### src/rtl/dwcs_pkg.sv
`timescale 1ns / 1ps

package dwcs_pkg;

    // Field widths
    localparam int VEL_W      = 16;
    localparam int LIMIT_W    = 15;
    localparam int ACCEL_W    = 16;
    localparam int TSTEP_W    = 11;
    localparam int CNT_W      = 4;
    localparam int CFG_IDX_W  = 3;
    localparam int CFG_DATA_W = 16;

    localparam int MAX_LINEAR_SAMPLES  = 8;
    localparam int MAX_ANGULAR_SAMPLES = 8;
    localparam int IDX_W = $clog2(MAX_LINEAR_SAMPLES);
    localparam int REM_W = 3;   // divisor is count-1, at most 7

    // accel * time_step, then >> 10 gives the window half-width
    localparam int TIME_SHIFT = 10;
    localparam int PROD_W     = ACCEL_W + TSTEP_W;
    localparam int STEP_W     = PROD_W - TIME_SHIFT;
    localparam int WIDE_W     = VEL_W + 2;

    localparam logic [TSTEP_W-1:0] TS_MIN = TSTEP_W'(21);
    localparam logic [TSTEP_W-1:0] TS_MAX = TSTEP_W'(1024);

    // Register indexes
    localparam logic [CFG_IDX_W-1:0] REG_SPEED_LIMIT     = 3'd0;
    localparam logic [CFG_IDX_W-1:0] REG_TURN_RATE_LIMIT = 3'd1;
    localparam logic [CFG_IDX_W-1:0] REG_ACCEL_LIMIT     = 3'd2;
    localparam logic [CFG_IDX_W-1:0] REG_ANG_ACCEL_LIMIT = 3'd3;
    localparam logic [CFG_IDX_W-1:0] REG_TIME_STEP       = 3'd4;
    localparam logic [CFG_IDX_W-1:0] REG_REVERSE_ALLOWED = 3'd5;
    localparam logic [CFG_IDX_W-1:0] REG_LINEAR_COUNT    = 3'd6;
    localparam logic [CFG_IDX_W-1:0] REG_ANGULAR_COUNT   = 3'd7;

    // Reset values
    localparam logic [LIMIT_W-1:0] RST_SPEED_LIMIT     = 15'd1024;
    localparam logic [LIMIT_W-1:0] RST_TURN_RATE_LIMIT = 15'd1024;
    localparam logic [ACCEL_W-1:0] RST_ACCEL_LIMIT     = 16'd1024;
    localparam logic [ACCEL_W-1:0] RST_ANG_ACCEL_LIMIT = 16'd1024;
    localparam logic [TSTEP_W-1:0] RST_TIME_STEP       = 11'd102;
    localparam logic               RST_REVERSE_ALLOWED = 1'b0;
    localparam logic [CNT_W-1:0]   RST_LINEAR_COUNT    = 4'd5;
    localparam logic [CNT_W-1:0]   RST_ANGULAR_COUNT   = 4'd5;

    // Effective configuration (time step and counts already saturated)
    typedef struct packed {
        logic [LIMIT_W-1:0] speed_limit;
        logic [LIMIT_W-1:0] turn_rate_limit;
        logic [ACCEL_W-1:0] accel_limit;
        logic [ACCEL_W-1:0] angular_accel_limit;
        logic [TSTEP_W-1:0] time_step;
        logic               reverse_allowed;
        logic [CNT_W-1:0]   linear_count;
        logic [CNT_W-1:0]   angular_count;
    } cfg_t;

    // Operands for one axis window
    typedef struct packed {
        logic signed [VEL_W-1:0] cur;
        logic [ACCEL_W-1:0]      accel;
        logic [TSTEP_W-1:0]      time_step;
        logic signed [VEL_W-1:0] floor_v;
        logic signed [VEL_W-1:0] ceil_v;
        logic [CNT_W-1:0]        count;
    } win_req_t;

    // Sample i = lo + i*quot + floor(i*rem/den)
    typedef struct packed {
        logic signed [VEL_W-1:0] lo;
        logic [VEL_W-1:0]        quot;
        logic [REM_W-1:0]        rem;
        logic [REM_W-1:0]        den;
        logic [CNT_W-1:0]        num;
    } win_res_t;

    // Running sample value and remainder accumulator of one axis
    typedef struct packed {
        logic signed [VEL_W-1:0] val;
        logic [REM_W-1:0]        racc;
    } adv_t;

endpackage

### src/rtl/dwcs_cfg_regs.sv
`timescale 1ns / 1ps

module dwcs_cfg_regs
    import dwcs_pkg::*;
(
    input  logic                  clk,
    input  logic                  rst_n,
    input  logic                  cfg_we,
    input  logic [CFG_IDX_W-1:0]  cfg_index,
    input  logic [CFG_DATA_W-1:0] cfg_data,
    output cfg_t                  cfg
);

    logic [LIMIT_W-1:0] speed_reg;
    logic [LIMIT_W-1:0] turn_reg;
    logic [ACCEL_W-1:0] accel_reg;
    logic [ACCEL_W-1:0] ang_accel_reg;
    logic [TSTEP_W-1:0] tstep_reg;
    logic               reverse_reg;
    logic [CNT_W-1:0]   lin_cnt_reg;
    logic [CNT_W-1:0]   ang_cnt_reg;

    always_ff @(posedge clk or negedge rst_n)
    begin
        if (!rst_n)
        begin
            speed_reg     <= RST_SPEED_LIMIT;
            turn_reg      <= RST_TURN_RATE_LIMIT;
            accel_reg     <= RST_ACCEL_LIMIT;
            ang_accel_reg <= RST_ANG_ACCEL_LIMIT;
            tstep_reg     <= RST_TIME_STEP;
            reverse_reg   <= RST_REVERSE_ALLOWED;
            lin_cnt_reg   <= RST_LINEAR_COUNT;
            ang_cnt_reg   <= RST_ANGULAR_COUNT;
        end
        else if (cfg_we)
        begin
            unique case (cfg_index)
                REG_SPEED_LIMIT:     speed_reg     <= cfg_data[LIMIT_W-1:0];
                REG_TURN_RATE_LIMIT: turn_reg      <= cfg_data[LIMIT_W-1:0];
                REG_ACCEL_LIMIT:     accel_reg     <= cfg_data[ACCEL_W-1:0];
                REG_ANG_ACCEL_LIMIT: ang_accel_reg <= cfg_data[ACCEL_W-1:0];
                REG_TIME_STEP:       tstep_reg     <= cfg_data[TSTEP_W-1:0];
                REG_REVERSE_ALLOWED: reverse_reg   <= cfg_data[0];
                REG_LINEAR_COUNT:    lin_cnt_reg   <= cfg_data[CNT_W-1:0];
                REG_ANGULAR_COUNT:   ang_cnt_reg   <= cfg_data[CNT_W-1:0];
                default: ;
            endcase
        end
    end

    // Saturate a count to [1, max]
    function automatic logic [CNT_W-1:0] sat_count(logic [CNT_W-1:0] c, int maxc);
        logic [CNT_W-1:0] r;
        if (c == '0)
            r = CNT_W'(1);
        else if (c > CNT_W'(maxc))
            r = CNT_W'(maxc);
        else
            r = c;
        return r;
    endfunction

    always_comb
    begin
        cfg.speed_limit         = speed_reg;
        cfg.turn_rate_limit     = turn_reg;
        cfg.accel_limit         = accel_reg;
        cfg.angular_accel_limit = ang_accel_reg;
        cfg.reverse_allowed     = reverse_reg;
        if (tstep_reg < TS_MIN)
            cfg.time_step = TS_MIN;
        else if (tstep_reg > TS_MAX)
            cfg.time_step = TS_MAX;
        else
            cfg.time_step = tstep_reg;
        cfg.linear_count  = sat_count(lin_cnt_reg, MAX_LINEAR_SAMPLES);
        cfg.angular_count = sat_count(ang_cnt_reg, MAX_ANGULAR_SAMPLES);
    end

endmodule

### src/rtl/dwcs_window_unit.sv
`timescale 1ns / 1ps

// Shared window engine: multiply, clamp, then a bit-serial divide of the
// window span by count-1 unless single_case is set. Used once per axis.
module dwcs_window_unit
    import dwcs_pkg::*;
(
    input  logic     clk,
    input  logic     rst_n,
    input  logic     start,
    input  win_req_t req,
    output logic     done,
    output win_res_t res
);

    localparam logic [2:0] U_IDLE = 3'd0;
    localparam logic [2:0] U_MUL  = 3'd1;
    localparam logic [2:0] U_WIN  = 3'd2;
    localparam logic [2:0] U_CHK  = 3'd3;
    localparam logic [2:0] U_DIV  = 3'd4;

    localparam logic [3:0] DIV_LAST = 4'(VEL_W - 1);

    logic [2:0]              state_reg;
    logic                    done_reg;
    logic [3:0]              it_reg;
    logic [PROD_W-1:0]       prod_reg;
    logic signed [VEL_W-1:0] lo_reg;
    logic signed [VEL_W-1:0] hi_reg;
    logic [VEL_W-1:0]        sh_reg;
    logic [REM_W-1:0]        pr_reg;
    win_res_t                res_reg;

    logic [STEP_W-1:0]        step;
    logic signed [WIDE_W-1:0] cur_x;
    logic signed [WIDE_W-1:0] floor_x;
    logic signed [WIDE_W-1:0] ceil_x;
    logic signed [WIDE_W-1:0] lo_cl;
    logic signed [WIDE_W-1:0] hi_cl;
    logic signed [WIDE_W-1:0] single_v;
    logic                     single_case;
    logic [VEL_W:0]           span;
    logic [REM_W-1:0]         den;
    logic [REM_W:0]           trial;
    logic                     qbit;
    logic [REM_W-1:0]         pr_next;
    logic [VEL_W-1:0]         sh_next;

    function automatic logic signed [WIDE_W-1:0] bound(logic signed [WIDE_W-1:0] x,
                                                       logic signed [WIDE_W-1:0] lo,
                                                       logic signed [WIDE_W-1:0] hi);
        logic signed [WIDE_W-1:0] m;
        m = (x < hi) ? x : hi;
        return (m > lo) ? m : lo;
    endfunction

    always_comb
    begin
        step    = prod_reg[PROD_W-1 -: STEP_W];
        cur_x   = WIDE_W'(req.cur);
        floor_x = WIDE_W'(req.floor_v);
        ceil_x  = WIDE_W'(req.ceil_v);
        lo_cl   = bound(cur_x - $signed({2'b00, step[STEP_W-2:0]}) - (step[STEP_W-1] ?
                        $signed(WIDE_W'(1) <<< (STEP_W-1)) : '0), floor_x, ceil_x);
        hi_cl   = bound(cur_x + $signed({2'b00, step[STEP_W-2:0]}) + (step[STEP_W-1] ?
                        $signed(WIDE_W'(1) <<< (STEP_W-1)) : '0), floor_x, ceil_x);
        single_v    = bound(cur_x, WIDE_W'(lo_reg), WIDE_W'(hi_reg));
        single_case = (req.count <= CNT_W'(1)) || (hi_reg == lo_reg);
        span        = (VEL_W+1)'($signed({hi_reg[VEL_W-1], hi_reg})
                                 - $signed({lo_reg[VEL_W-1], lo_reg}));
        den         = REM_W'(req.count - CNT_W'(1));
        // one restoring-divide step
        trial   = {pr_reg, sh_reg[VEL_W-1]};
        qbit    = (trial >= {1'b0, res_reg.den});
        pr_next = qbit ? REM_W'(trial - {1'b0, res_reg.den}) : trial[REM_W-1:0];
        sh_next = {sh_reg[VEL_W-2:0], qbit};
    end

    always_ff @(posedge clk or negedge rst_n)
    begin
        if (!rst_n)
        begin
            state_reg <= U_IDLE;
            done_reg  <= 1'b0;
            it_reg    <= '0;
        end
        else
        begin
            done_reg <= 1'b0;
            unique case (state_reg)
                U_IDLE:
                begin
                    if (start)
                        state_reg <= U_MUL;
                end
                U_MUL:
                begin
                    state_reg <= U_WIN;
                end
                U_WIN:
                begin
                    state_reg <= U_CHK;
                end
                U_CHK:
                begin
                    it_reg <= '0;
                    if (single_case)
                    begin
                        state_reg <= U_IDLE;
                        done_reg  <= 1'b1;
                    end
                    else
                        state_reg <= U_DIV;
                end
                U_DIV:
                begin
                    it_reg <= it_reg + 4'd1;
                    if (it_reg == DIV_LAST)
                    begin
                        state_reg <= U_IDLE;
                        done_reg  <= 1'b1;
                    end
                end
                default:
                begin
                    state_reg <= U_IDLE;
                end
            endcase
        end
    end

    always_ff @(posedge clk)
    begin
        case (state_reg)
            U_MUL:
            begin
                prod_reg <= PROD_W'(req.accel) * PROD_W'(req.time_step);
            end
            U_WIN:
            begin
                lo_reg <= lo_cl[VEL_W-1:0];
                hi_reg <= hi_cl[VEL_W-1:0];
            end
            U_CHK:
            begin
                if (single_case)
                begin
                    res_reg.lo   <= single_v[VEL_W-1:0];
                    res_reg.quot <= '0;
                    res_reg.rem  <= '0;
                    res_reg.den  <= REM_W'(1);
                    res_reg.num  <= CNT_W'(1);
                end
                else
                begin
                    res_reg.lo  <= lo_reg;
                    res_reg.den <= den;
                    res_reg.num <= req.count;
                    sh_reg      <= span[VEL_W-1:0];
                    pr_reg      <= '0;
                end
            end
            U_DIV:
            begin
                sh_reg <= sh_next;
                pr_reg <= pr_next;
                if (it_reg == DIV_LAST)
                begin
                    res_reg.quot <= sh_next;
                    res_reg.rem  <= pr_next;
                end
            end
            default: ;
        endcase
    end

    assign done = done_reg;
    assign res  = res_reg;

endmodule

### src/rtl/dynamic_window_command_sampler.sv
`timescale 1ns / 1ps

// Dynamic-window command sampler. Each accepted item (lin_vel, ang_vel)
// produces a grid of candidate commands in linear-major order, linear index
// outer and angular index inner, with last_cmd set on the final one. Each axis
// window is current +/- ((accel * time_step) >> 10), clamped to the axis limits;
// samples are spread as lo + floor(i*(hi-lo)/(count-1)), and an axis with one
// sample or an empty window gives the current value clamped into the window.
// Each item occupies the block for a setup (the shared window engine runs
// once per axis: multiply, clamp, then a bit-serial divide of the span by
// count-1; an axis with a single sample or an empty window skips the divide),
// followed by one candidate per cycle while out_ready is high, nv*nw in all.
// in_ready is high only between items. The next item
// may be taken while the final candidate still sits in the output register.
// Configuration writes take effect at once and are to be made while idle.
module dynamic_window_command_sampler
    import dwcs_pkg::*;
(
    input  logic                    clk,
    input  logic                    rst_n,
    // configuration write port
    input  logic                    cfg_we,
    input  logic [CFG_IDX_W-1:0]    cfg_index,
    input  logic [CFG_DATA_W-1:0]   cfg_data,
    // input items
    input  logic                    in_valid,
    output logic                    in_ready,
    input  logic signed [VEL_W-1:0] lin_vel,
    input  logic signed [VEL_W-1:0] ang_vel,
    // result items
    output logic                    out_valid,
    input  logic                    out_ready,
    output logic signed [VEL_W-1:0] cmd_v,
    output logic signed [VEL_W-1:0] cmd_omega,
    output logic                    last_cmd
);

    localparam logic [1:0] T_IDLE = 2'd0;
    localparam logic [1:0] T_VWIN = 2'd1;   // engine works on the linear axis
    localparam logic [1:0] T_WWIN = 2'd2;   // engine works on the angular axis
    localparam logic [1:0] T_EMIT = 2'd3;   // walk the grid

    cfg_t     cfg;
    win_req_t win_req;
    win_res_t win_res;
    logic     win_done;

    logic [1:0]              state_reg;
    logic                    start_reg;
    logic                    axis_w_reg;
    logic                    out_valid_reg;
    logic signed [VEL_W-1:0] cur_v_reg;
    logic signed [VEL_W-1:0] cur_w_reg;
    win_res_t                v_par_reg;
    win_res_t                w_par_reg;
    adv_t                    v_gen_reg;
    adv_t                    w_gen_reg;
    logic [IDX_W-1:0]        a_reg;
    logic [IDX_W-1:0]        b_reg;
    logic signed [VEL_W-1:0] cmd_v_reg;
    logic signed [VEL_W-1:0] cmd_w_reg;
    logic                    last_reg;

    logic in_acc;
    logic load;
    logic a_end;
    logic b_end;
    logic grid_end;
    adv_t v_step;
    adv_t w_step;

    dwcs_cfg_regs u_cfg (
        .clk       (clk),
        .rst_n     (rst_n),
        .cfg_we    (cfg_we),
        .cfg_index (cfg_index),
        .cfg_data  (cfg_data),
        .cfg       (cfg)
    );

    // Operands follow the axis select, which is stable for the whole run.
    always_comb
    begin
        if (axis_w_reg)
        begin
            win_req.cur       = cur_w_reg;
            win_req.accel     = cfg.angular_accel_limit;
            win_req.floor_v   = -$signed({1'b0, cfg.turn_rate_limit});
            win_req.ceil_v    = $signed({1'b0, cfg.turn_rate_limit});
            win_req.count     = cfg.angular_count;
        end
        else
        begin
            win_req.cur       = cur_v_reg;
            win_req.accel     = cfg.accel_limit;
            win_req.floor_v   = cfg.reverse_allowed ?
                                -$signed({1'b0, cfg.speed_limit}) : '0;
            win_req.ceil_v    = $signed({1'b0, cfg.speed_limit});
            win_req.count     = cfg.linear_count;
        end
        win_req.time_step = cfg.time_step;
    end

    dwcs_window_unit u_win (
        .clk   (clk),
        .rst_n (rst_n),
        .start (start_reg),
        .req   (win_req),
        .done  (win_done),
        .res   (win_res)
    );

    // Next sample of an axis: add the integer step, carry from the remainder.
    function automatic adv_t axis_step(adv_t g, win_res_t p);
        logic [REM_W:0]    rs;
        logic              wrap;
        logic [WIDE_W-1:0] sum;
        adv_t              r;
        rs     = {1'b0, g.racc} + {1'b0, p.rem};
        wrap   = (rs >= {1'b0, p.den});
        sum    = WIDE_W'(g.val) + {2'b00, p.quot} + WIDE_W'(wrap);
        r.val  = sum[VEL_W-1:0];
        r.racc = wrap ? REM_W'(rs - {1'b0, p.den}) : rs[REM_W-1:0];
        return r;
    endfunction

    always_comb
    begin
        in_acc   = in_valid && in_ready;
        load     = (state_reg == T_EMIT) && (!out_valid_reg || out_ready);
        a_end    = ({1'b0, a_reg} == (v_par_reg.num - CNT_W'(1)));
        b_end    = ({1'b0, b_reg} == (w_par_reg.num - CNT_W'(1)));
        grid_end = a_end && b_end;
        v_step   = axis_step(v_gen_reg, v_par_reg);
        w_step   = axis_step(w_gen_reg, w_par_reg);
    end

    // Control
    always_ff @(posedge clk or negedge rst_n)
    begin
        if (!rst_n)
        begin
            state_reg     <= T_IDLE;
            start_reg     <= 1'b0;
            axis_w_reg    <= 1'b0;
            out_valid_reg <= 1'b0;
            a_reg         <= '0;
            b_reg         <= '0;
        end
        else
        begin
            start_reg <= 1'b0;
            if (load)
                out_valid_reg <= 1'b1;
            else if (out_ready)
                out_valid_reg <= 1'b0;

            unique case (state_reg)
                T_IDLE:
                begin
                    if (in_acc)
                    begin
                        start_reg  <= 1'b1;
                        axis_w_reg <= 1'b0;
                        state_reg  <= T_VWIN;
                    end
                end
                T_VWIN:
                begin
                    if (win_done)
                    begin
                        start_reg  <= 1'b1;
                        axis_w_reg <= 1'b1;
                        state_reg  <= T_WWIN;
                    end
                end
                T_WWIN:
                begin
                    if (win_done)
                    begin
                        a_reg     <= '0;
                        b_reg     <= '0;
                        state_reg <= T_EMIT;
                    end
                end
                T_EMIT:
                begin
                    if (load)
                    begin
                        if (grid_end)
                            state_reg <= T_IDLE;
                        else if (b_end)
                        begin
                            b_reg <= '0;
                            a_reg <= a_reg + IDX_W'(1);
                        end
                        else
                            b_reg <= b_reg + IDX_W'(1);
                    end
                end
                default:
                begin
                    state_reg <= T_IDLE;
                end
            endcase
        end
    end

    // Datapath
    always_ff @(posedge clk)
    begin
        if (in_acc)
        begin
            cur_v_reg <= lin_vel;
            cur_w_reg <= ang_vel;
        end
        if (state_reg == T_VWIN && win_done)
            v_par_reg <= win_res;
        if (state_reg == T_WWIN && win_done)
        begin
            w_par_reg      <= win_res;
            v_gen_reg.val  <= v_par_reg.lo;
            v_gen_reg.racc <= '0;
            w_gen_reg.val  <= win_res.lo;
            w_gen_reg.racc <= '0;
        end
        if (load)
        begin
            cmd_v_reg <= v_gen_reg.val;
            cmd_w_reg <= w_gen_reg.val;
            last_reg  <= grid_end;
            if (b_end)
            begin
                // end of a row: angular restarts, linear moves on
                w_gen_reg.val  <= w_par_reg.lo;
                w_gen_reg.racc <= '0;
                v_gen_reg      <= v_step;
            end
            else
                w_gen_reg <= w_step;
        end
    end

    assign in_ready  = (state_reg == T_IDLE);
    assign out_valid = out_valid_reg;
    assign cmd_v     = cmd_v_reg;
    assign cmd_omega = cmd_w_reg;
    assign last_cmd  = last_reg;

endmodule

### config.mk
export PLATFORM = sky130hd
export DESIGN_NAME = dynamic_window_command_sampler
export DESIGN_NICKNAME = d
export VERILOG_FILES = /design/src/rtl/dwcs_pkg.sv /design/src/rtl/dwcs_cfg_regs.sv /design/src/rtl/dwcs_window_unit.sv /design/src/rtl/dynamic_window_command_sampler.sv
export SDC_FILE = /design/constraint.sdc
export NUM_CORES = 1
export LEC_CHECK = 0
export BUFFER_PORTS_ARGS = -buffer_cell sky130_fd_sc_hd__buf_2
export CORE_MARGIN = 5
export CORE_UTILIZATION = 55
export CTS_BUF_LIST = sky130_fd_sc_hd__clkbuf_8
export DETAILED_ROUTE_END_ITERATION = 8
export PLACE_DENSITY = 0.75
export SETUP_SLACK_MARGIN = 0.15
export SYNTH_ARGS = -nofsm -noshare
export SYNTH_HDL_FRONTEND = slang
export SYNTH_SLANG_ARGS = --single-unit
### constraint.sdc
create_clock -name clk -period 7.5 [get_ports clk]
set_clock_uncertainty 0.2 [all_clocks]
set_input_delay 2.25 -clock clk [delete_from_list [all_inputs] [get_ports clk]]
set_output_delay 2.25 -clock clk [all_outputs]
set_load 0.01 [all_outputs]
==> flow_results.xml <==
<?xml version="1.0" encoding="UTF-8"?>
<metrics>
  <group name="floorplanning">
    <metric name="floorplan.die_area" unit="sq um">56100</metric>
    <metric name="row_count" unit="">83</metric>
    <metric name="design.core.area" unit="sq um">51100</metric>
    <metric name="ios" unit="">91</metric>
    <metric name="start_util" unit="%">55.3</metric>
    <metric name="dieHeight" unit="um">237</metric>
    <metric name="die_w" unit="um">237</metric>
  </group>
  <group name="worst_setup_path">
    <metric name="critPathMostFrequentCell" unit="">a21o_1</metric>
    <metric name="crit_path_max_cell_delay" unit="ns">0.56</metric>
    <metric name="arrival" unit="ns">7.37</metric>
    <metric name="worstSetupEndpointType" unit="">flip-flop</metric>
    <metric name="worstPathRequired" unit="ns">7.70</metric>
    <metric name="timing.critical_path.from_type" unit="">flip-flop</metric>
    <metric name="slowest_cp_cell" unit="">dfrtp_4</metric>
    <metric name="criticalPathCategory" unit="">flip-flop to flip-flop</metric>
    <metric name="largest_fanout_on_the_critical_path" unit="">8</metric>
  </group>
  <group name="run_status">
    <metric name="outcome" unit="">completed</metric>
  </group>
  <group name="synthesis">
    <metric name="syn_inst" unit="">2603</metric>
    <metric name="synth_seq_area_share" unit="%">39.9</metric>
    <metric name="ys_dominant_reg_cell" unit="">edfxtp_1</metric>
    <metric name="fraction_of_registers_with_async_set_or_reset_after_synthesis" unit="%">25.4</metric>
    <metric name="number_of_synthesized_flops_with_an_enable_pin" unit="">278</metric>
    <metric name="distinct_cells_synth" unit="">88</metric>
    <metric name="postSynthAreaPerCell" unit="sq um">10.9</metric>
    <metric name="synth.ff_latch_count" unit="">398</metric>
    <metric name="syn-num-nets" unit="">3072</metric>
    <metric name="ys_warn_count" unit="">0</metric>
    <metric name="summed_instance_area_of_the_synthesized_netlist" unit="sq um">28300</metric>
  </group>
  <group name="cts">
    <metric name="clockRootBuffer" unit="">clkbuf_8</metric>
    <metric name="cts.path.max_buffers" unit="">3</metric>
    <metric name="clock_network_latency_to_the_later_pin_of_the_worst_skew_pair" unit="ns">0.66</metric>
    <metric name="cts_htree_levels" unit="">3</metric>
    <metric name="tritoncts.num_buffers" unit="">69</metric>
    <metric name="tritoncts" unit="">built</metric>
    <metric name="clkSinkCount" unit="">398</metric>
    <metric name="clkTransAtPathRegs" unit="ns">0.06</metric>
  </group>
  <group name="power">
    <metric name="pwr_density_cell" unit="nW/um^2">280</metric>
    <metric name="seqPwrFrac" unit="%">30.7</metric>
    <metric name="power" unit="mW">8.83</metric>
    <metric name="leakage" unit="nW">13.5</metric>
    <metric name="netSwitchingFraction" unit="%">40.3</metric>
    <metric name="p_clk_share" unit="%">21.9</metric>
    <metric name="total_switching_power" unit="mW">3.56</metric>
    <metric name="worst_ir_drop_vdd" unit="mV">0.489</metric>
    <metric name="cellInternalPower" unit="mW">5.27</metric>
    <metric name="power.combinational.fraction" unit="%">47.4</metric>
  </group>
  <group name="global_route">
    <metric name="grt_pass1_vias" unit="">20700</metric>
    <metric name="antenna_found_initial" unit="">3</metric>
    <metric name="globalRouteOverflowTotal" unit="">0</metric>
    <metric name="globalRouteTotalUtil" unit="%">24.5</metric>
    <metric name="global_route_wire_length_before_repair" unit="um">110000</metric>
    <metric name="grt_start_max_net_pins" unit="">59</metric>
  </group>
  <group name="timing">
    <metric name="fmax" unit="MHz">140</metric>
    <metric name="final.period_utilization" unit="%">95.6</metric>
    <metric name="tightest_slew" unit="ns">1.09</metric>
    <metric name="fin_max_slew_vios" unit="">0</metric>
    <metric name="finalWorstPathRequiredPeriod" unit="ns">7.17</metric>
    <metric name="fin_ws" unit="ns">0.332</metric>
    <metric name="post_route_setup_tns" unit="ns">0</metric>
    <metric name="setup_violations" unit="">0</metric>
    <metric name="rsz0062_at_grt" unit="">true</metric>
    <metric name="finalHoldViolations" unit="">0</metric>
    <metric name="max_slew_margin" unit="%">27.3</metric>
  </group>
  <group name="placement">
    <metric name="place.detailed.instances" unit="">3355</metric>
    <metric name="globalplace.congestion" unit="">0.962</metric>
    <metric name="place.port_buffers" unit="">90</metric>
    <metric name="detailed_place_hpwl" unit="um">54500</metric>
    <metric name="place_ws" unit="ns">0.00828</metric>
  </group>
  <group name="drt">
    <metric name="wl_per_cell" unit="um">19.9</metric>
    <metric name="drc_errors" unit="">0</metric>
    <metric name="routed-via-count" unit="">20300</metric>
    <metric name="firstDrtPassIters" unit="">6</metric>
    <metric name="avgViaCountPerCell" unit="">5.78</metric>
    <metric name="finalWirelength" unit="um">69700</metric>
    <metric name="detail-route-antenna-nets" unit="">0</metric>
    <metric name="dr.first_iter.drc_count" unit="">1466</metric>
  </group>
  <group name="finish">
    <metric name="multi_input_comb_area" unit="sq um">16000</metric>
    <metric name="area_delta_synth_final" unit="%">11.7</metric>
    <metric name="sequential_cell_area" unit="sq um">11300</metric>
    <metric name="most_common_cell_after_layout_fill_and_taps_aside" unit="">inv_1</metric>
    <metric name="final_cell_mix" unit="">315 x inv_1, 278 x edfxtp_1, 265 x ha_1</metric>
    <metric name="final_cell_count_no_fill" unit="">3507</metric>
    <metric name="fillers" unit="">4101</metric>
    <metric name="drive_above_1_share" unit="%">17.6</metric>
    <metric name="finalNetCount" unit="">3238</metric>
  </group>
  <group name="min_path">
    <metric name="worstHoldPathType" unit="">flip-flop to flip-flop</metric>
  </group>
  <group name="job">
    <metric name="max-cap-violations" unit="">0</metric>
  </group>
</metrics>
-- per-layer routing --
| metal | GRT usage [%] | part of all wire, % | wire length [um] | vias up |
|---|---|---|---|---|
| met5 | 0 | 0.044 | 31 | - |
| met4 | 8.97 | 3.8 | 2620 | 4 |
| met3 | 5.08 | 5.8 | 4020 | 150 |
| met2 | 40.5 | 48 | 33200 | 634 |
| met1 | 32.2 | 43 | 29700 | 9981 |
| li1 | - | - | - | 9515 |
-- cells by family after synthesis --
family	after synthesis	synth area share (%)
AND/OR/NAND/NOR	658	11.1
AO/OA/AOI/OAI	441	10.3
adder cells (fa/ha/maj)	414	21.9
flip-flops	398	39.9
buffers and inverters	360	4.84
multiplexers	223	8.55
XOR/XNOR	109	3.38
-- cells in the mapped netlist (9+ instances only) --
master | instances | area, sq um
o21bai_1 | 16 | 120
edfxtp_1 | 278 | 8350
nand4_1 | 16 | 100
o31ai_1 | 11 | 82.6
xnor2_1 | 76 | 666
nor2_1 | 170 | 638
a31oi_1 | 10 | 62.6
nor3_1 | 38 | 190
a21o_1 | 51 | 383
and3_1 | 25 | 156
o21a_1 | 23 | 173
o211ai_1 | 10 | 75.1
nand2_1 | 213 | 800
nand2b_1 | 32 | 200
dfrtp_1 | 89 | 2230
nor3b_1 | 10 | 75.1
fa_1 | 136 | 2720
nand3_1 | 34 | 170
nor2b_1 | 26 | 163
dfstp_2 | 12 | 315
or3_1 | 22 | 138
a22oi_1 | 9 | 67.6
xor2_1 | 33 | 289
clkbuf_1 | 51 | 191
buf_1 | 13 | 48.8
a22o_1 | 9 | 78.8
mux2i_1 | 79 | 791
inv_1 | 290 | 1090
and2_1 | 28 | 175
a211oi_1 | 20 | 150
mux2_2 | 142 | 1600
dfxtp_1 | 19 | 380
a21oi_1 | 115 | 576
o21ai_0 | 94 | 470
ha_1 | 277 | 3470
-- worst paths after layout --
check                      slack [ns]         start  depth (start not counted)                  end
min in group asynchronous        1.43         rst_n                          1           u_win.done
hold reg to reg                  0.23  u_win.res[9]                          0         w_par_reg[9]
hold / removal                   0.23  u_win.res[9]                          0         w_par_reg[9]
setup / recovery                 0.33    axis_w_reg                         32     u_win.lo_reg[12]
setup reg to reg                 0.33    axis_w_reg                         32     u_win.lo_reg[12]
max in group asynchronous        4.44         rst_n                          2  u_cfg.accel_reg[12]
-- critical path: cells and delay by family (launching register included) --
kind | cells | cell delay (ns)
xor gates and xnor gates | 1 | 0.13
buffers and inverters | 5 | 0.44
AOI/OAI and AO/OA | 14 | 2.72
adders and majority gates | 5 | 1.40
muxes | 2 | 0.70
DFF | 1 | 0.56
and+or+nand+nor | 5 | 0.77
-- area by class of cell --
cell class	count	area share [%]
diodes	2	0.0158
clock buffers	79	3.44
clock inverters	48	0.835
inverters	291	3.50
multi-input cells	1845	50.5
flip-flops and latches	398	35.7
well taps	680	2.69
repair buffers	163	3.30
repair inverters	1	0.0198
-- power groups by stage --
stage | registers, mW | logic, mW | clock network (mW)
3_5_place_dp | 2.75 | 4.15 | 0
4_1_cts | 2.71 | 4.19 | 1.97
3_3_place_gp | 2.74 | 4.00 | 0
2_1_floorplan | 2.72 | 2.91 | 0
5_1_grt | 2.73 | 4.75 | 2.08
6_report | 2.71 | 4.19 | 1.93
-- per-stage QoR --
step | area [sq um] | hold WS, ns | util [%]
6_report | 31600 | 0.234 | 61.8
5_1_grt | 31600 | 0.265 | 61.8
4_1_cts | 31200 | 0.237 | 61.0
3_5_place_dp | 29800 | 0.238 | 58.3
3_3_place_gp | 29800 | 0.233 | 58.3
2_1_floorplan | 28400 | 0.221 | -
-- what timing repair did --
item / 4_1_cts / 5_1_grt
pin swaps: 1 / 23
endpoints found under the hold margin: 0 / 0
endpoints found under the setup margin: 29 / 38
hold buffers: 0 / 0
resized for setup: 6 / 72
cloned: 0 / 2
buffers inserted: 2 / 19
Note: power is estimated with default switching activity, not from simulation.
